`src/hw/rtl/wvsa_pkg.sv`:
```
`timescale 1ns / 1ps
// Shared types, constants and helpers of the wormhole VC switch allocator.
// Used by wvsa_ctrl, wvsa_dp and the top level; depends on nothing.
package wvsa_pkg;

    // Router shape.
    localparam int NUM_PORTS = 5;
    localparam int NUM_CHANS = 2;
    localparam int NUM_ARBS  = NUM_PORTS * NUM_CHANS;

    // Widths of the port fields, of a port plus one carry bit, of a channel index, of an arbiter index.
    localparam int PORT_W = 3;
    localparam int SUM_W  = PORT_W + 1;
    localparam int CH_W   = (NUM_CHANS > 1) ? $clog2(NUM_CHANS) : 1;
    localparam int ARB_W  = (NUM_ARBS > 1) ? $clog2(NUM_ARBS) : 1;

    // Input command codes.
    localparam logic [1:0] CMD_REQ = 2'd0;
    localparam logic [1:0] CMD_RDY = 2'd1;
    localparam logic [1:0] CMD_ARB = 2'd2;

    // Result kind codes.
    localparam logic [1:0] KIND_REQ = 2'd0;
    localparam logic [1:0] KIND_ACK = 2'd1;
    localparam logic [1:0] KIND_NAK = 2'd2;

    // Input word.
    typedef struct packed {
        logic [1:0] command;
        logic [2:0] in_port;
        logic [2:0] out_port;
        logic       chan;
        logic       is_head;
        logic       is_tail;
        logic       ready_flag;
    } t_in_word;

    // Result word.
    typedef struct packed {
        logic [1:0] kind;
        logic [2:0] target_port;
        logic       target_chan;
        logic       last;
    } t_out_word;

    // Commands from the controller to the datapath.
    typedef struct packed {
        logic              load;
        logic              do_req;
        logic              do_rdy;
        logic              arb_en;
        logic              ref_en;
        logic              flush;
        logic [PORT_W-1:0] port;
        logic [CH_W-1:0]   chan;
    } t_cmd;

    // Status from the datapath to the controller.
    typedef struct packed {
        logic       step_ok;
        logic       hold_empty;
        logic [1:0] item_cmd;
        logic       item_ok;
    } t_status;

    // Arbiter (or input port and channel) index: port-major, channel-minor.
    function automatic logic [ARB_W-1:0] arb_index(input logic [PORT_W-1:0] port,
                                                   input logic [CH_W-1:0] chan);
        return ARB_W'(32'(port) * NUM_CHANS + 32'(chan));
    endfunction

endpackage

```
`src/hw/rtl/wormhole_vc_switch_allocator.sv`:
```
`timescale 1ns / 1ps
// Top level of the wormhole virtual-channel switch allocator.
// Depends on wvsa_pkg, wvsa_ctrl and wvsa_dp.
//
//   channel | valid        | stall        | word
//   --------+--------------+--------------+----------------------------
//   input   | i_in_valid   | o_in_stall   | i_in_word  (t_in_word)
//   output  | o_out_valid  | i_out_stall  | o_out_word (t_out_word)
//
// An in-range request is accepted, decoded and then flushed out of the hold stage; a
// readiness update or an ignored word is only accepted and decoded. An arbitrate tick
// is accepted and decoded, then walks each arbiter in the grant walk and then each
// input port and channel in the refusal walk, both through the single shared walk
// step, and ends with a flush.
// Reset is synchronous and active low and clears all arbiter state at once.
// Output stalls hold the walk whenever a new word would find the hold stage
// and the output register both full.
module wormhole_vc_switch_allocator (
    input  logic                 i_clk,
    input  logic                 i_rst_n,
    input  logic                 i_in_valid,
    output logic                 o_in_stall,
    input  wvsa_pkg::t_in_word   i_in_word,
    output logic                 o_out_valid,
    input  logic                 i_out_stall,
    output wvsa_pkg::t_out_word  o_out_word
);

    wvsa_pkg::t_cmd    cmd;
    wvsa_pkg::t_status status;

    // Sequencer.
    wvsa_ctrl u_ctrl (
        .i_clk      (i_clk),
        .i_rst_n    (i_rst_n),
        .i_in_valid (i_in_valid),
        .o_in_stall (o_in_stall),
        .i_status   (status),
        .o_cmd      (cmd)
    );

    // Arbiter state and result stages.
    wvsa_dp u_dp (
        .i_clk       (i_clk),
        .i_rst_n     (i_rst_n),
        .i_in_word   (i_in_word),
        .i_cmd       (cmd),
        .o_status    (status),
        .o_out_valid (o_out_valid),
        .i_out_stall (i_out_stall),
        .o_out_word  (o_out_word)
    );

endmodule

```
`src/hw/rtl/wvsa_ctrl.sv`:
```
`timescale 1ns / 1ps
// Sequencer of the switch allocator: decodes an item and walks the arbiters.
// Depends on wvsa_pkg; drives the datapath wvsa_dp through t_cmd.
module wvsa_ctrl (
    input  logic             i_clk,
    input  logic             i_rst_n,
    input  logic             i_in_valid,
    output logic             o_in_stall,
    input  wvsa_pkg::t_status i_status,
    output wvsa_pkg::t_cmd   o_cmd
);

    localparam logic [2:0] S_IDLE   = 3'd0;
    localparam logic [2:0] S_DECODE = 3'd1;
    localparam logic [2:0] S_ARB    = 3'd2;
    localparam logic [2:0] S_REF    = 3'd3;
    localparam logic [2:0] S_FLUSH  = 3'd4;

    logic [2:0]                   r_state, n_state;
    logic [wvsa_pkg::PORT_W-1:0]  r_port, n_port;
    logic [wvsa_pkg::CH_W-1:0]    r_chan, n_chan;
    logic                         walk_last;
    logic                         chan_last;

    // Walk position flags.
    assign chan_last = (r_chan == wvsa_pkg::CH_W'(wvsa_pkg::NUM_CHANS - 1));
    assign walk_last = chan_last && (r_port == wvsa_pkg::PORT_W'(wvsa_pkg::NUM_PORTS - 1));

    // A new word is taken only between items.
    assign o_in_stall = (r_state != S_IDLE);

    // Next state, walk counters and commands.
    always_comb begin
        n_state     = r_state;
        n_port      = r_port;
        n_chan      = r_chan;
        o_cmd       = '0;
        o_cmd.port  = r_port;
        o_cmd.chan  = r_chan;
        unique case (r_state) inside
            S_IDLE: begin
                o_cmd.load = i_in_valid;
                if (i_in_valid) begin
                    n_state = S_DECODE;
                end
            end
            S_DECODE: begin
                n_port = '0;
                n_chan = '0;
                unique case (i_status.item_cmd)
                    wvsa_pkg::CMD_REQ: begin
                        if (i_status.item_ok) begin
                            o_cmd.do_req = 1'b1;
                            if (i_status.step_ok) begin
                                n_state = S_FLUSH;
                            end
                        end else begin
                            n_state = S_IDLE;
                        end
                    end
                    wvsa_pkg::CMD_RDY: begin
                        o_cmd.do_rdy = i_status.item_ok;
                        n_state      = S_IDLE;
                    end
                    wvsa_pkg::CMD_ARB: begin
                        n_state = S_ARB;
                    end
                    default: begin
                        n_state = S_IDLE;
                    end
                endcase
            end
            S_ARB, S_REF: begin
                o_cmd.arb_en = (r_state == S_ARB);
                o_cmd.ref_en = (r_state == S_REF);
                if (i_status.step_ok) begin
                    if (walk_last) begin
                        n_port  = '0;
                        n_chan  = '0;
                        n_state = (r_state == S_ARB) ? S_REF : S_FLUSH;
                    end else if (chan_last) begin
                        n_chan = '0;
                        n_port = r_port + wvsa_pkg::PORT_W'(1);
                    end else begin
                        n_chan = r_chan + wvsa_pkg::CH_W'(1);
                    end
                end
            end
            S_FLUSH: begin
                o_cmd.flush = 1'b1;
                if (i_status.hold_empty) begin
                    n_state = S_IDLE;
                end
            end
            default: begin
                n_state = S_IDLE;
            end
        endcase
    end

    // State and counter registers.
    always_ff @(posedge i_clk) begin
        if (!i_rst_n) begin
            r_state <= S_IDLE;
            r_port  <= '0;
            r_chan  <= '0;
        end else begin
            r_state <= n_state;
            r_port  <= n_port;
            r_chan  <= n_chan;
        end
    end

    // Nothing may be left in the hold stage once an item is finished.
    a_idle_hold_empty: assert property (@(posedge i_clk) disable iff (!i_rst_n)
        (r_state == S_IDLE) |-> i_status.hold_empty)
        else $error("hold stage not empty in idle");

    a_port_range: assert property (@(posedge i_clk) disable iff (!i_rst_n)
        32'(r_port) < wvsa_pkg::NUM_PORTS)
        else $error("walk port out of range");

    a_chan_range: assert property (@(posedge i_clk) disable iff (!i_rst_n)
        32'(r_chan) < wvsa_pkg::NUM_CHANS)
        else $error("walk channel out of range");

endmodule

```
`src/hw/rtl/wvsa_dp.sv`:
```
`timescale 1ns / 1ps
// Datapath of the switch allocator: arbiter state, round-robin pick, result stages.
// Depends on wvsa_pkg; commanded by wvsa_ctrl through t_cmd.
module wvsa_dp (
    input  logic                 i_clk,
    input  logic                 i_rst_n,
    input  wvsa_pkg::t_in_word   i_in_word,
    input  wvsa_pkg::t_cmd       i_cmd,
    output wvsa_pkg::t_status    o_status,
    output logic                 o_out_valid,
    input  logic                 i_out_stall,
    output wvsa_pkg::t_out_word  o_out_word
);

    // Per-arbiter state, plus the open-request flag per input port and channel.
    logic [wvsa_pkg::NUM_PORTS-1:0] r_req     [wvsa_pkg::NUM_ARBS];
    logic [wvsa_pkg::NUM_PORTS-1:0] r_head    [wvsa_pkg::NUM_ARBS];
    logic [wvsa_pkg::NUM_PORTS-1:0] r_tail    [wvsa_pkg::NUM_ARBS];
    logic                           r_pending [wvsa_pkg::NUM_ARBS];
    logic                           r_worm    [wvsa_pkg::NUM_ARBS];
    logic [wvsa_pkg::PORT_W-1:0]    r_rr      [wvsa_pkg::NUM_ARBS];
    logic                           r_ready   [wvsa_pkg::NUM_ARBS];
    logic                           r_open    [wvsa_pkg::NUM_ARBS];

    wvsa_pkg::t_in_word   r_item;
    wvsa_pkg::t_out_word  r_hold_word, r_out_word, cand_word;
    logic                 r_hold_valid, n_hold_valid;
    logic                 r_out_valid, n_out_valid;

    logic [wvsa_pkg::ARB_W-1:0]     walk_idx, item_arb, item_src, grant_src;
    logic [wvsa_pkg::NUM_PORTS-1:0] cur_req, cur_head, cur_tail;
    logic [wvsa_pkg::PORT_W-1:0]    cur_rr, rr_port, grant_port;
    logic [wvsa_pkg::SUM_W-1:0]     rr_sum;
    logic                           cur_worm, rr_found, arb_work, arb_run, grant_valid;
    logic                           port_ok_in, port_ok_out, chan_ok, item_ok;
    logic                           cand_valid, out_free, step_ok, load_out, out_last;

    // Indexes of the walked arbiter and of the item's arbiter and input.
    assign walk_idx = wvsa_pkg::arb_index(i_cmd.port, i_cmd.chan);
    assign item_arb = wvsa_pkg::arb_index(r_item.out_port, wvsa_pkg::CH_W'(r_item.chan));
    assign item_src = wvsa_pkg::arb_index(r_item.in_port, wvsa_pkg::CH_W'(r_item.chan));

    // Range checks on the stored item.
    assign port_ok_in  = 32'(r_item.in_port) < wvsa_pkg::NUM_PORTS;
    assign port_ok_out = 32'(r_item.out_port) < wvsa_pkg::NUM_PORTS;
    assign chan_ok     = 32'(r_item.chan) < wvsa_pkg::NUM_CHANS;

    always_comb begin
        case (r_item.command)
            wvsa_pkg::CMD_REQ: item_ok = port_ok_in && port_ok_out && chan_ok;
            wvsa_pkg::CMD_RDY: item_ok = port_ok_out && chan_ok;
            wvsa_pkg::CMD_ARB: item_ok = 1'b1;
            default:           item_ok = 1'b0;
        endcase
    end

    // State of the walked arbiter.
    assign cur_req  = r_req[walk_idx];
    assign cur_head = r_head[walk_idx];
    assign cur_tail = r_tail[walk_idx];
    assign cur_rr   = r_rr[walk_idx];
    assign cur_worm = r_worm[walk_idx];

    // Round-robin search from the port after the last grant, wrapping once.
    always_comb begin
        rr_found = 1'b0;
        rr_port  = '0;
        rr_sum   = '0;
        for (int p = wvsa_pkg::NUM_PORTS - 1; p >= 0; p--) begin
            rr_sum = {1'b0, cur_rr} + wvsa_pkg::SUM_W'(p + 1);
            if (rr_sum >= wvsa_pkg::SUM_W'(wvsa_pkg::NUM_PORTS)) begin
                rr_sum = rr_sum - wvsa_pkg::SUM_W'(wvsa_pkg::NUM_PORTS);
            end
            if (cur_req[rr_sum[wvsa_pkg::PORT_W-1:0]]) begin
                rr_found = 1'b1;
                rr_port  = rr_sum[wvsa_pkg::PORT_W-1:0];
            end
        end
    end

    // A locked worm works only while its port requests; otherwise any pending request.
    assign arb_work    = cur_worm ? cur_req[cur_rr] : r_pending[walk_idx];
    assign arb_run     = arb_work && r_ready[walk_idx];
    assign grant_valid = arb_run && (cur_worm || rr_found);
    assign grant_port  = cur_worm ? cur_rr : rr_port;
    assign grant_src   = wvsa_pkg::arb_index(grant_port, i_cmd.chan);

    // Candidate result of this step.
    always_comb begin
        cand_valid = 1'b0;
        cand_word  = '0;
        if (i_cmd.do_req) begin
            cand_valid            = 1'b1;
            cand_word.kind        = wvsa_pkg::KIND_REQ;
            cand_word.target_port = r_item.out_port;
            cand_word.target_chan = r_item.chan;
        end else if (i_cmd.arb_en) begin
            cand_valid            = grant_valid;
            cand_word.kind        = wvsa_pkg::KIND_ACK;
            cand_word.target_port = grant_port;
            cand_word.target_chan = 1'(i_cmd.chan);
        end else if (i_cmd.ref_en) begin
            cand_valid            = r_open[walk_idx];
            cand_word.kind        = wvsa_pkg::KIND_NAK;
            cand_word.target_port = i_cmd.port;
            cand_word.target_chan = 1'(i_cmd.chan);
        end
    end

    // The hold stage keeps one word back so the final word can be marked last.
    assign out_free = !r_out_valid || !i_out_stall;
    assign step_ok  = !cand_valid || !r_hold_valid || out_free;

    always_comb begin
        n_out_valid  = r_out_valid && i_out_stall;
        n_hold_valid = r_hold_valid;
        load_out     = 1'b0;
        out_last     = 1'b0;
        if (cand_valid && step_ok) begin
            n_hold_valid = 1'b1;
            if (r_hold_valid) begin
                load_out    = 1'b1;
                n_out_valid = 1'b1;
            end
        end else if (i_cmd.flush && r_hold_valid && out_free) begin
            load_out     = 1'b1;
            out_last     = 1'b1;
            n_hold_valid = 1'b0;
            n_out_valid  = 1'b1;
        end
    end

    assign o_status    = {step_ok, !r_hold_valid, r_item.command, item_ok};
    assign o_out_valid = r_out_valid;
    assign o_out_word  = r_out_word;

    // Control state and arbiter state.
    always_ff @(posedge i_clk) begin
        if (!i_rst_n) begin
            r_hold_valid <= 1'b0;
            r_out_valid  <= 1'b0;
            for (int a = 0; a < wvsa_pkg::NUM_ARBS; a++) begin
                r_req[a]     <= '0;
                r_head[a]    <= '0;
                r_tail[a]    <= '0;
                r_pending[a] <= 1'b0;
                r_worm[a]    <= 1'b0;
                r_rr[a]      <= '0;
                r_ready[a]   <= 1'b0;
                r_open[a]    <= 1'b0;
            end
        end else begin
            r_hold_valid <= n_hold_valid;
            r_out_valid  <= n_out_valid;

            // Record a request and open it at its input.
            if (i_cmd.do_req && step_ok) begin
                r_req[item_arb][r_item.in_port]  <= 1'b1;
                r_head[item_arb][r_item.in_port] <= r_item.is_head;
                r_tail[item_arb][r_item.in_port] <= r_item.is_tail;
                r_pending[item_arb]              <= 1'b1;
                r_open[item_src]                 <= 1'b1;
            end

            // Downstream readiness update.
            if (i_cmd.do_rdy) begin
                r_ready[item_arb] <= r_item.ready_flag;
            end

            // Run the walked arbiter.
            if (i_cmd.arb_en && arb_run && step_ok) begin
                r_pending[walk_idx] <= 1'b0;
                r_req[walk_idx]     <= '0;
                if (cur_worm) begin
                    if (cur_tail[cur_rr]) begin
                        r_worm[walk_idx] <= 1'b0;
                    end
                end else if (rr_found) begin
                    r_rr[walk_idx] <= rr_port;
                    if (cur_head[rr_port] && !cur_tail[rr_port]) begin
                        r_worm[walk_idx] <= 1'b1;
                    end
                end
                if (grant_valid) begin
                    r_open[grant_src] <= 1'b0;
                end
            end

            // Refuse a request still open.
            if (i_cmd.ref_en && cand_valid && step_ok) begin
                r_open[walk_idx] <= 1'b0;
            end
        end
    end

    // Item and word registers.
    always_ff @(posedge i_clk) begin
        if (i_cmd.load) begin
            r_item <= i_in_word;
        end
        if (cand_valid && step_ok) begin
            r_hold_word <= cand_word;
        end
        if (load_out) begin
            r_out_word <= {r_hold_word.kind, r_hold_word.target_port,
                           r_hold_word.target_chan, out_last};
        end
    end

    // A held word pushed out by a new one lands in the output register.
    a_hold_shift: assert property (@(posedge i_clk) disable iff (!i_rst_n)
        (cand_valid && step_ok && r_hold_valid) |=> r_out_valid)
        else $error("held word lost on shift");

    a_grant_range: assert property (@(posedge i_clk) disable iff (!i_rst_n)
        (i_cmd.arb_en && grant_valid) |-> (32'(grant_port) < wvsa_pkg::NUM_PORTS))
        else $error("grant to a port out of range");

    a_one_source: assert property (@(posedge i_clk) disable iff (!i_rst_n)
        $onehot0({i_cmd.do_req, i_cmd.do_rdy, i_cmd.arb_en, i_cmd.ref_en, i_cmd.flush}))
        else $error("more than one datapath command");

endmodule

```
`config.mk`:
```
export PLATFORM = sky130hd
export DESIGN_NAME = wormhole_vc_switch_allocator
export DESIGN_NICKNAME = d
export VERILOG_FILES = /design/src/hw/rtl/wvsa_pkg.sv /design/src/hw/rtl/wormhole_vc_switch_allocator.sv /design/src/hw/rtl/wvsa_ctrl.sv /design/src/hw/rtl/wvsa_dp.sv
export SDC_FILE = /design/constraint.sdc
export NUM_CORES = 1
export LEC_CHECK = 0
export ABC_AREA = 1
export BUFFER_PORTS_ARGS = -buffer_cell sky130_fd_sc_hd__buf_4
export CAP_MARGIN = 10
export CORE_UTILIZATION = 43
export DETAILED_ROUTE_END_ITERATION = 10
export GPL_TIMING_DRIVEN = 0
export PLACE_DENSITY_LB_ADDON = 0.12
export SLEW_MARGIN = 20
export SYNTH_ARGS = -nofsm -noshare
export SYNTH_HDL_FRONTEND = slang
export SYNTH_SLANG_ARGS = --single-unit
```
`constraint.sdc`:
```
create_clock -name i_clk -period 8.1 [get_ports i_clk]
set_input_delay 1.215 -clock i_clk [delete_from_list [all_inputs] [get_ports i_clk]]
set_output_delay 1.215 -clock i_clk [all_outputs]
set_load 0.005 [all_outputs]
```
After elaboration in Yosys (flattened, before gate mapping)
Memories as Yosys holds them, arrays and structs flattened.
Cells that the tools add are included.
{"block": "totals", "reg_bits": 34, "latchBits": 0, "ram_bits": 220, "mem_bits_ro": 0, "in_bits": 16, "out_inout_bits": 9, "elab_cells": 267, "n_memories": 8}
{"block": "classes", "addsub": 16, "mul": 0, "div_mod_pow": 0, "order_cmp": 16, "n_eq_ne": 13, "shift": 0, "mux": 147, "bitwise_logic": 1, "reduce_logical": 46}
{"memory": "u_dp.r_head", "depth": 10, "word_bits": 5, "rd": 1, "rd_ports_with_merged_regs": 0, "wr": 10, "line_no": "wvsa_dp.sv:17", "text": "logic [wvsa_pkg::NUM_PORTS-1:0] r_head [wvsa_pkg::NUM_ARBS];"}
{"memory": "u_dp.r_req", "depth": 10, "word_bits": 5, "rd": 1, "rd_ports_with_merged_regs": 0, "wr": 10, "line_no": "wvsa_dp.sv:16", "text": "logic [wvsa_pkg::NUM_PORTS-1:0] r_req [wvsa_pkg::NUM_ARBS];"}
{"memory": "u_dp.r_tail", "depth": 10, "word_bits": 5, "rd": 1, "rd_ports_with_merged_regs": 0, "wr": 10, "line_no": "wvsa_dp.sv:18", "text": "logic [wvsa_pkg::NUM_PORTS-1:0] r_tail [wvsa_pkg::NUM_ARBS];"}
{"memory": "u_dp.r_rr", "depth": 10, "word_bits": 3, "rd": 1, "rd_ports_with_merged_regs": 0, "wr": 10, "line_no": "wvsa_dp.sv:21", "text": "logic [wvsa_pkg::PORT_W-1:0] r_rr [wvsa_pkg::NUM_ARBS];"}
{"memory": "u_dp.r_open", "depth": 10, "word_bits": 1, "rd": 1, "rd_ports_with_merged_regs": 0, "wr": 10, "line_no": "wvsa_dp.sv:23", "text": "logic r_open [wvsa_pkg::NUM_ARBS];"}
{"memory": "u_dp.r_pending", "depth": 10, "word_bits": 1, "rd": 1, "rd_ports_with_merged_regs": 0, "wr": 10, "line_no": "wvsa_dp.sv:19", "text": "logic r_pending [wvsa_pkg::NUM_ARBS];"}
{"memory": "+2 memories"}
{"operator": "2-to-1 mux 1 bit", "n": 84}
{"operator": "2-to-1 mux 3 bit", "n": 22}
{"operator": "2-to-1 mux 4 bit", "n": 13}
{"operator": "2-to-1 mux 5 bit", "n": 10}
{"operator": "< comparator 3 x 4 -> 1 bit (second input constant)", "n": 8}
{"operator": "binary-select mux 1 bit (select 3 bit)", "n": 9}
{"operator": "greater-or-equal comparator 4 x 3 -> 1 bit (second input constant)", "n": 5}
{"operator": "OR reduction 5 bit", "n": 4}
{"operator": "adder 4 x 1 -> 4 bit", "n": 4}
{"operator": "logical AND 1 bit", "n": 15}
{"operator": "subtractor 3 bit (second input constant)", "n": 5}
{"operator": "one-hot mux 3 bit (2 select lines)", "n": 2}
{"operator": "one-hot mux 3 bit (4 select lines)", "n": 1}
{"operator": "adder 3 x 2 -> 4 bit (second input constant)", "n": 2}
{"operator": "adder 3 x 3 -> 4 bit (second input constant)", "n": 2}
{"operator": "OR reduction 1 bit", "n": 7}
{"operator": "equality test 3 x 2 -> 1 bit (second input constant)", "n": 2}
{"operator": "equality test 3 bit (second input constant)", "n": 2}
{"operator": "< comparator 3 bit (second input constant)", "n": 2}
{"operator": "2-to-1 mux 6 bit", "n": 1}
{"operator": "logical NOT 1 bit", "n": 5}
{"operator": "AND reduction 5 bit", "n": 1}
{"operator": "adder 3 x 1 -> 4 bit (second input constant)", "n": 1}
{"operator": "logical OR 1 bit", "n": 4}
{"operator": "other kinds (23)", "n": 28}

Depth between registers and ports, before layout
Gate-level depths: netlist of run 1.
An unclocked memory read counts as a cell.
{"block": "depth", "depth_word": 27, "ltp_mapped": 39, "depth_no_buf": 36}

Cells and area by module
From an unflattened synthesis of run 1, not the netlist that was laid out.
{"block": "hier_totals", "cells_unflattened": 2145, "hier_area_um2": 18256.3}
{"mod": "wvsa_dp", "instances": 1, "cells_per_inst": 2066, "area_per_inst_um2": 17764.5, "seq_area_each_um2": 10059.6}
{"mod": "wvsa_ctrl", "instances": 1, "cells_per_inst": 79, "area_per_inst_um2": 491.7, "seq_area_each_um2": 140.1}

Worst setup path before layout of run 1
No wires, ideal clock.
{"block": "synth_path", "path_type": "flip-flop to flip-flop", "startpoint": "register u_ctrl.r_chan (netlist: u_ctrl.chan_last)", "endpoint": "memory u_dp.r_worm[14] (enable)", "setup_ps": 299, "t_arrival_ps": 4213, "required_ps": 7801, "slack_ps": 3588, "path_stages_with_launch": 34, "n_path_buf": 3, "period_less_slack_ps": 4512, "path_cell_list": "dfxtp_1 -> buf_2 -> nand2_1 -> nand3_1 -> nand3_1 -> nand3_2 -> nand2_4 -> inv_2 -> buf_2 -> ha_1 -> inv_1 -> fa_1 -> a21oi_1 -> inv_1 -> nand2_1 -> nand3_1 -> nand3_1 -> nand3_1 -> a21oi_1 -> nand3_1 -> nor2_2 -> nand3_2 -> nand2_1 -> nand2_2 -> nand3_4 -> nand4_2 -> nor2_1 -> nand2_1 -> nand2_1 -> buf_4 -> nand2_1 -> nor2_2 -> inv_1 -> nor2_1"}
{"item": "start: declaration", "line_no": "wvsa_ctrl.sv:21", "text": "logic [wvsa_pkg::CH_W-1:0] r_chan, n_chan;"}
{"item": "start signal: assignment", "line_no": "wvsa_ctrl.sv:110", "text": "r_chan <= n_chan;"}
{"item": "end: declaration", "line_no": "wvsa_dp.sv:20", "text": "logic r_worm [wvsa_pkg::NUM_ARBS];"}

==> results.md, run 1 <==
- Status: finished clean
- Placement row count: 77
- Initial antenna violation count: 1
- First-pass GRT wire length: between 90000 and 100000 um
- Routability cong.: approximately 1
- Die height: 215 um
- Mapped cell area: 0.0196 mm2
- Actual slew at the worst max-slew pin: around 1.2 ns
- Via count: approximately 17000
- Clock skew: 0.0334 ns
- # port buffers: 23
- Yosys warns: 0
- CTS H-Tree Depth: 2
- Pwr Total: approximately 5.6 mW
- Crit Path Max Fanout: 12
- Hpwl dp: between 40000 and 50000 um
- Fin cells: roughly 2900
- Worst EP required: roughly 8.5 ns
- Setup Fix Bufs, Post-CTS: 0
- Yosys cell types: 50
- Clock root buffer: clkbuf_16
- Mean Syn Cell Area: between 8 and 9 um2
- Storage cell area: roughly 0.011 mm2
- Primary FF master, synth: edfxtp_1
- IR Drop Worst-Case VDD: ~150 uV
- Max_cap viols: 0
- ANT cells: 0
- WHS: around 0.42 ns
- RSZ-0062 raised after global routing: false
- First drt pass iteration count: 9
- Worst path most repeated cell: nand3_1
- Synth-to-Final Area Change: 13.0%
- Max Fclk: 159 MHz
- Clk pin slew, worst setup/hold paths: 0.06 ns
- Placed cells: approximately 2900
- P per Cell Area: between 200 and 300 mW/mm2
- Sink Count: just under 400
- Post-CTS sizing: 0
- Initial DRC Count: 2159
- Layout cell share with drive strength beyond 1: 0.0891
- Static leakage: roughly 8.6 nW
- Final setup fails: 0
- CORE AREA: about 0.045 mm2
- Crit-path slowest cell: nor2_1
- Pin count of the biggest net entering global routing: 36
- CP Class: reg -> reg
- Cells after Synth: 2194
- # fillers: 4270
- Post-DRT Antenna Nets: 0
- Die area: ~0.046 mm2
- Critical path startpoint category: flop
- Hold Buf Count CTS: 0
- Die width: 215 um
- Post-synth EDFFs: about 340
- WP data arrival: between 6 and 7 ns
- Worst slack, placed: roughly 1.9 ns
- Vias/cell: between 5 and 6
- Tcrit/Tclk final: 0.774
- Seq/Total Area, Yosys: 0.570
- Setup ws final: approximately 1.8 ns
- Number of global-route vias before repair: between 15000 and 20000
- Area taken by multi-input logic gates: approximately 0.0073 mm2
- Layout Nets: ~2400
- Commonest non-fill, non-tap cell in the layout: nand2_1
- Fin crit period: ~6.3 ns
- Reg2Reg Depth: 28
- Worst skew pair latency: 0.59 ns
- TritonCTS Buffers: 42
- CTS tree: done
- Drt total wl: roughly 66000 um
- Total GRT Usage: 0.282
- Register bit total from synthesis: about 390
- Commonest non-fill, non-tap cells in the layout: nand2_1, edfxtp_1, nor2_1
- Relative slew slack: 0.200
- Worst min-delay path class: reg -> reg
- Setup TNS: 0 ns
- Final Max Tran Viols: 0
- Drt drc: 0
- Wire length per cell: 22.3 um
- Crit end category: flop
- Fin. Hold Viols: 0
- Hold path depth: 0
- Starting Density: 0.439
- Buffer depth of the longest clock path: 3
- I/O pin total: 25
- Worst stage delay on the critical path: ~0.66 ns
- Gr ovfl total: 0
- Asr flop ratio synth: 0
[Yosys cell counts, types with 3 or more instances]
library cell	n	area share
nor2_4	5	0.0029
buf_6	11	0.0063
nand4_1	14	0.0045
buf_2	32	0.0082
buf_4	8	0.0031
nand2_2	6	0.0019
o22ai_1	12	0.0038
clkbuf_1	68	0.013
o221ai_1	29	0.013
nor3_2	5	0.0026
buf_1	11	0.0021
nand2_4	3	0.0017
o21ai_0	160	0.041
o21ai_1	51	0.013
nand2_1	470	0.090
nor2_1	342	0.066
dfxtp_1	45	0.046
edfxtp_1	341	0.52
inv_2	21	0.0040
inv_1	158	0.030
a31oi_1	6	0.0019
o211ai_1	23	0.0088
nand3_2	5	0.0026
nand3_1	163	0.042
nor2_2	10	0.0032
clkinv_1	4	0.00077
a21oi_1	67	0.017
ha_1	12	0.0077
a221oi_1	20	0.0090
nor3_1	68	0.017
[registers in the layout, indices dropped and copies added (netlist names)]
register and count:
u_dp.r_head 80, u_dp.r_hold_word 6, u_dp.r_tail 80, u_dp.o_status 2, u_ctrl.r_state 3, u_dp.r_open 16, u_dp.r_worm 16, u_dp.o_out_word 7
u_dp.r_rr 48, u_dp.r_req 80, u_dp.r_hold_valid 1, u_dp.r_item 10, u_dp.r_ready 16, u_dp.r_pending 16, u_ctrl.chan_last 1, u_dp.o_out_valid 1
u_ctrl.r_port 3
[metal layers]
metal	global-route usage	wire length [um]
met4	0.111	2550
met5	0	0
met2	0.448	30000
met1	0.377	27000
met3	0.0572	6090
[path summary, 6_finish.rpt]
path / start / end / slack (ns)
worst max-delay path: u_ctrl.chan_last / u_dp.r_rr[7][1] / 1.83
worst max register to register: u_ctrl.chan_last / u_dp.r_rr[7][1] / 1.83
worst min-delay path: u_dp.r_hold_word[2] / u_dp.o_out_word[2] / 0.42
worst min register to register: u_dp.r_hold_word[2] / u_dp.o_out_word[2] / 0.42
[per-stage QoR]
stage	instance area [um2]	util
6_report	22100	0.497
3_3_place_gp	20700	0.465
5_1_grt	22100	0.497
2_1_floorplan	19800	-
3_5_place_dp	20700	0.466
4_1_cts	22100	0.496
[worst max-delay path: cells and delay by family, from the launching register on]
kind                     cells  cell delay [ns]
AO/OA/AOI/OAI                2             0.58
flip-flops                   1             0.40
AND/OR/NAND/NOR             18             3.12
adder cells (fa/ha/maj)      2             0.58
buffers and inverters        6             1.42
[cells by family after synthesis]
logic type      share of synthesized area
flops                               0.570
compound gates                      0.113
fa+ha+maj                         0.00870
simple gates                        0.239
other cells                      0.000192
buf+inv                            0.0690
[report_power, final]
part,internal (mW),switching [mW]
Sequential,2.22,0.0286
Clock,1.13,0.815
Combinational,0.383,1.04
[cell type report]
cell class,count,area share
plain buffers,130,0.0290
flip-flops and latches,386,0.504
clock inverters,20,0.00979
inverters,186,0.0320
multi-input cells,1557,0.332
repair buffers,23,0.00781
clock buffers,55,0.0521
well taps,592,0.0335
Note: power is estimated with default switching activity, not from simulation.
==> run 2, diff against run 1 <==
- clock period: 8.1 -> 5.65 ns (I/O delays scaled with it)
==> results.md, run 2 (synthesis gave the netlist of run 1 again) <==
- Setup TNS: 0 ns
- Worst min-delay path class: reg -> reg
- Crit end category: flop
- IR Drop Worst-Case VDD: 213 uV
- Gr ovfl total: 0
- First-pass GRT wire length: about 97000 um
- CP Class: reg -> reg
- Post-DRT Antenna Nets: 0
- Max Fclk: 183 MHz
- Initial antenna violation count: 1
- Worst EP required: between 5 and 6 ns
- Actual slew at the worst max-slew pin: about 1.2 ns
- Synth-to-Final Area Change: 14.9%
- Biggest regs: u_dp.r_head (80), u_dp.r_req (80), u_dp.r_tail (80)
- CTS tree: done
- Commonest non-fill, non-tap cell in the layout: nand2_1
- Die area: approximately 0.046 mm2
- Clock skew: 0.0285 ns
- Relative slew slack: 0.192
- # port buffers: 23
- Die height: approximately 220 um
- Routability cong.: around 0.98
- Placement row count: 77
- Final core occ: 0.505
- Final setup fails: 0
- Status: finished clean
- Min-delay src: u_dp.r_hold_word[5]
- Clock root buffer: clkbuf_16
- Hold Buf Count CTS: 0
- CORE AREA: between 0.04 and 0.05 mm2
- Tcrit/Tclk final: 0.969
- Fin. Hold Viols: 0
- Clk pin slew, worst setup/hold paths: 0.07 ns
- Busiest grt layer: met2
- Buffer depth of the longest clock path: 3
- Wire length per cell: 22.2 um
- CTS H-Tree Depth: 2
- Crit Path Max Fanout: 10
- Pin count of the biggest net entering global routing: 36
- # fillers: between 4000 and 5000
- First drt pass iteration count: 5
- Worst skew pair latency: about 0.59 ns
- M3 GR Usage: 0.0569
- Vias/cell: 5.68
- WHS Endpoint: u_dp.o_out_word[5]
- R2R Path Start: u_ctrl.r_port[1]
- Final Max Tran Viols: 0
- Die width: 215 um
- Met2 Use GR: 0.448
- Layout Nets: 2370
- Met1 usage: 0.377
- Drt drc: 0
- R2R setup slack: 0.18 ns
- RR Endpoint: u_dp.r_worm[9]
- Fin crit period: ~5.5 ns
- Critical path startpoint category: flop
- WHS: ~0.42 ns
- Commonest non-fill, non-tap cells in the layout: nand2_1, edfxtp_1, nor2_1
- P per Cell Area: ~360 mW/mm2
- Number of global-route vias before repair: 15945
- Layout cell share with drive strength beyond 1: 0.117
- Pwr Total: slightly above 8 mW
- TritonCTS Buffers: 42
- Via count: around 17000
- Static leakage: about 8.7 nW
- Starting Density: 0.439
- Drt total wl: 65700 um
- Total GRT Usage: 0.282
- Sink Count: 386
- Max_cap viols: 0
- Hpwl dp: 47000 um
- Reg2Reg Depth: 18
- Hold path depth: 0
- WP data arrival: between 5 and 6 ns
- I/O pin total: 25
- Initial DRC Count: just under 2000
[run 2: cell count changes in the layout (fill, tap and decap cells not counted), moves of 3 or more]
cell        delta
nor2_1        -18
nand2_1       -16
nand2_2       +16
buf_4         +15
nor2_4        +13
nor2_2         +5
clkinvlp_4     +4
a21oi_1        -3
buf_2          -3
clkbuf_2       +3
clkinv_1       -3
nand3_1        -3
nand3_2        +3
[run 2: area by class of cell]
cell class	count	area, um2	share of cell area
well taps	592	741	0.0330
flip-flops and latches	386	11100	0.496
clock buffers	55	1150	0.0512
inverters	186	726	0.0323
plain buffers	129	658	0.0293
repair buffers	39	293	0.0130
diodes	1	2.50	0.000111
multi-input cells	1557	7550	0.336
clock inverters	20	216	0.00963
[run 2: per-stage QoR]
step,worst slack [ns],cell area [um2],instances
4_1_cts,0.00783,22100,2948
5_1_grt,-0.0467,22500,2964
3_5_place_dp,-0.562,20700,2874
2_1_floorplan,1.14,19800,2259
3_3_place_gp,-0.498,20700,2874
6_report,0.176,22500,2965
[run 2: worst max-delay path by stage]
| stage | slack (ns) | startpoint | endpoint |
|---|---|---|---|
| 2_1_floorplan | 1.14 | u_ctrl.chan_last | u_dp.r_worm[14] |
| 5_1_grt | -0.05 | u_ctrl.r_port[0] | u_dp.r_worm[3] |
| 3_3_place_gp | -0.50 | u_ctrl.chan_last | u_dp.r_rr[8][0] |
| 3_5_place_dp | -0.56 | u_ctrl.chan_last | u_dp.r_rr[2][1] |
| 4_1_cts | 0.008 | u_ctrl.r_port[0] | u_dp.r_worm[10] |
| 6_report | 0.18 | u_ctrl.r_port[1] | u_dp.r_worm[9] |
[run 2: layer usage]
| layer | routed length, um | vias up |
|---|---|---|
| met3 | 6360 | 152 |
| met2 | 30200 | 834 |
| met4 | 2630 | 0 |
| li1 | - | 7753 |
| met5 | 0 | - |
| met1 | 26600 | 8115 |
[run 2: worst max-delay path: stages (launching register included)]
cell and delay [ns]:
dfxtp_1 0.41, buf_2 0.33, buf_1 0.61, clkbuf_1 0.60, clkbuf_1 0.54, clkbuf_1 0.67, a221oi_1 0.11, o21ai_0 0.49
a21oi_1 0.14, nand2_1 0.10, nor2_1 0.05, nor2_1 0.19, nor2_4 0.06, nand2_2 0.10, nand2_1 0.10, buf_4 0.18
o21ai_0 0.13, inv_1 0.14, nor3_1 0.21
[run 2: timing repair]
item                       4_1_cts  5_1_grt
gates resized for setup          7       71
pin swaps                        0        5
setup endpoints to repair      182      242
setup buffers                    0       16
[run 2: where the power goes]
group	leakage [nW]	switching, mW	total [mW]	internal, mW
Combinational	4.20	1.55	2.15	0.598
Clock	0.658	1.17	2.79	1.62
Sequential	3.84	0.0412	3.22	3.18
==> run 3, diff against run 2 <==
- clock period: 5.65 -> 5.3 ns (I/O delays scaled with it)
==> results.md, run 3 (synthesis gave the netlist of run 1 again) <==
- Max_cap viols: 0
- Die width: ~220 um
- Final setup fails: 0
- Post-DRT Antenna Nets: 0
- P per Cell Area: ~390 mW/mm2
- Critical path startpoint category: flop
- I/O pin total: 25
- Crit Path Max Fanout: 12
- Pwr Total: 8.87 mW
- # fillers: between 4000 and 5000
- Pin count of the biggest net entering global routing: 36
- Drt total wl: 66800 um
- Gr ovfl total: 0
- Number of global-route vias before repair: roughly 16000
- Fin. Hold Viols: 0
- Relative slew slack: 0.210
- Post-route cell area: between 0.02 and 0.025 mm2
- Wire length per cell: 22.4 um
- Synth-to-Final Area Change: 17.0%
- CTS H-Tree Depth: 2
- Worst skew pair latency: 0.59 ns
- WHS: 0.385 ns
- WL met1: 26800 um
- Via count: 17159
- Initial antenna violation count: 2
- First-pass GRT wire length: 98000 um
- First drt pass iteration count: 8
- Hpwl dp: between 40000 and 50000 um
- Top Metal Used: met4
- Reg2Reg Depth: 28
- Worst min-delay path class: in -> reg
- Hold path depth: 1
- Total GRT Usage: 0.284
- Die height: 215 um
- Drt drc: 0
- Fin crit period: slightly above 5 ns
- Starting Density: 0.439
- Buffer depth of the longest clock path: 3
- CP Class: reg -> reg
- Initial DRC Count: around 2200
- Placement Cell Area: a little over 0.02 mm2
- Crit-path slowest cell: dfxtp_1
- Final Max Tran Viols: 0
- CTS tree: done
- Crit end category: flop
- Commonest non-fill, non-tap cell in the layout: nand2_1
- WL met3: approximately 6600 um
- Tcrit/Tclk final: 0.971
- Status: finished clean
- Actual slew at the worst max-slew pin: about 1.2 ns
- Static leakage: 8.89 nW
- WP data arrival: between 5 and 6 ns
- CORE AREA: 0.0445 mm2
- Die area: 0.0463 mm2
- Clock skew: between 0.03 and 0.04 ns
- Met2 Routed Length: between 30000 and 40000 um
- Vias/cell: 5.75
- Sink Count: about 390
- Worst EP required: ~5.6 ns
- Clock root buffer: clkbuf_16
- Placement row count: 77
- RSZ-0062 raised after global routing: true
- Layout Nets: 2390
- ANT cells: 0
- TritonCTS Buffers: 42
- Max Fclk: 194 MHz
- Routability cong.: just under 1
- Hold Buf Count CTS: 0
- Layout cell share with drive strength beyond 1: 0.135
- Biggest regs: u_dp.r_head (80), u_dp.r_req (80), u_dp.r_tail (80)
- # port buffers: 23
- Commonest non-fill, non-tap cells in the layout: nand2_1, edfxtp_1, nor2_1
- Worst stage delay on the critical path: 0.43 ns
- IR Drop Worst-Case VDD: around 230 uV
- Clk pin slew, worst setup/hold paths: about 0.060 ns
-- run 3: cell types whose count changed in the layout (fill, tap and decap cells not counted), sizes merged --
cell           delta
inv               -1
buf              +21
clkinv            +2
nand4             +1
clkdlybuf4s15     +1
diode             -1
clkinvlp          -1
clkbuf            -3
-- run 3: timing repair --
item	4_1_cts	5_1_grt
pin swaps	3	18
setup endpoints to repair	273	256
gates resized for setup	38	107
cloned	1	0
buffers inserted	10	24
-- run 3: cell type report --
type                       count  area (um2)  share of cell area
tap                          592         741              0.0324
clock buffer                  55        1150              0.0503
multi-input combinational   1558        7720               0.338
inverter                     186         733              0.0320
timing repair buffer          57         444              0.0194
buffer                       130         724              0.0317
clock inverter                20         216             0.00946
sequential                   386       11100               0.487
-- run 3: worst max-delay path, delay by kind of cell (launching register included) --
family                     cells  cell delay (ns)
and+or+nand+nor               14             2.04
buffers and inverters          7             0.99
AOI/OAI and AO/OA              5             0.77
adders and majority gates      2             0.57
DFF                            1             0.43
-- run 3: per-layer routing --
metal  vias up  GRT usage
li1       7797          -
met1      8294      0.378
met2       903      0.453
met3       165     0.0602
met4         0      0.114
met5         -          0
-- run 3: per-stage QoR --
step / util / std cells / TNS [ns] / setup WS [ns]
finish: 0.514 / 2984 / 0 / 0.152
global route: 0.514 / 2984 / -1.92 / -0.0587
CTS: 0.501 / 2960 / 0 / 0.00214
detailed placement: 0.466 / 2874 / -121.14 / -0.912
global placement: 0.465 / 2874 / -114.10 / -0.848
floorplan: - / 2259 / 0 / 0.788
-- run 3: where the power goes --
| part | total, mW | leakage, nW | switching, mW | internal [mW] |
|---|---|---|---|---|
| registers | 3.44 | 3.84 | 0.0445 | 3.39 |
| logic | 2.46 | 4.39 | 1.74 | 0.728 |
| clock network | 2.97 | 0.658 | 1.25 | 1.73 |
-- run 3: final timing paths --
check,from,endpoint,slack [ns]
max,u_ctrl.r_port[1],u_dp.r_rr[5][2],0.15
min,i_in_word[3],u_dp.r_item[3],0.38
max reg2reg,u_ctrl.r_port[1],u_dp.r_rr[5][2],0.15
min reg2reg,u_dp.r_hold_word[5],u_dp.o_out_word[5],0.42
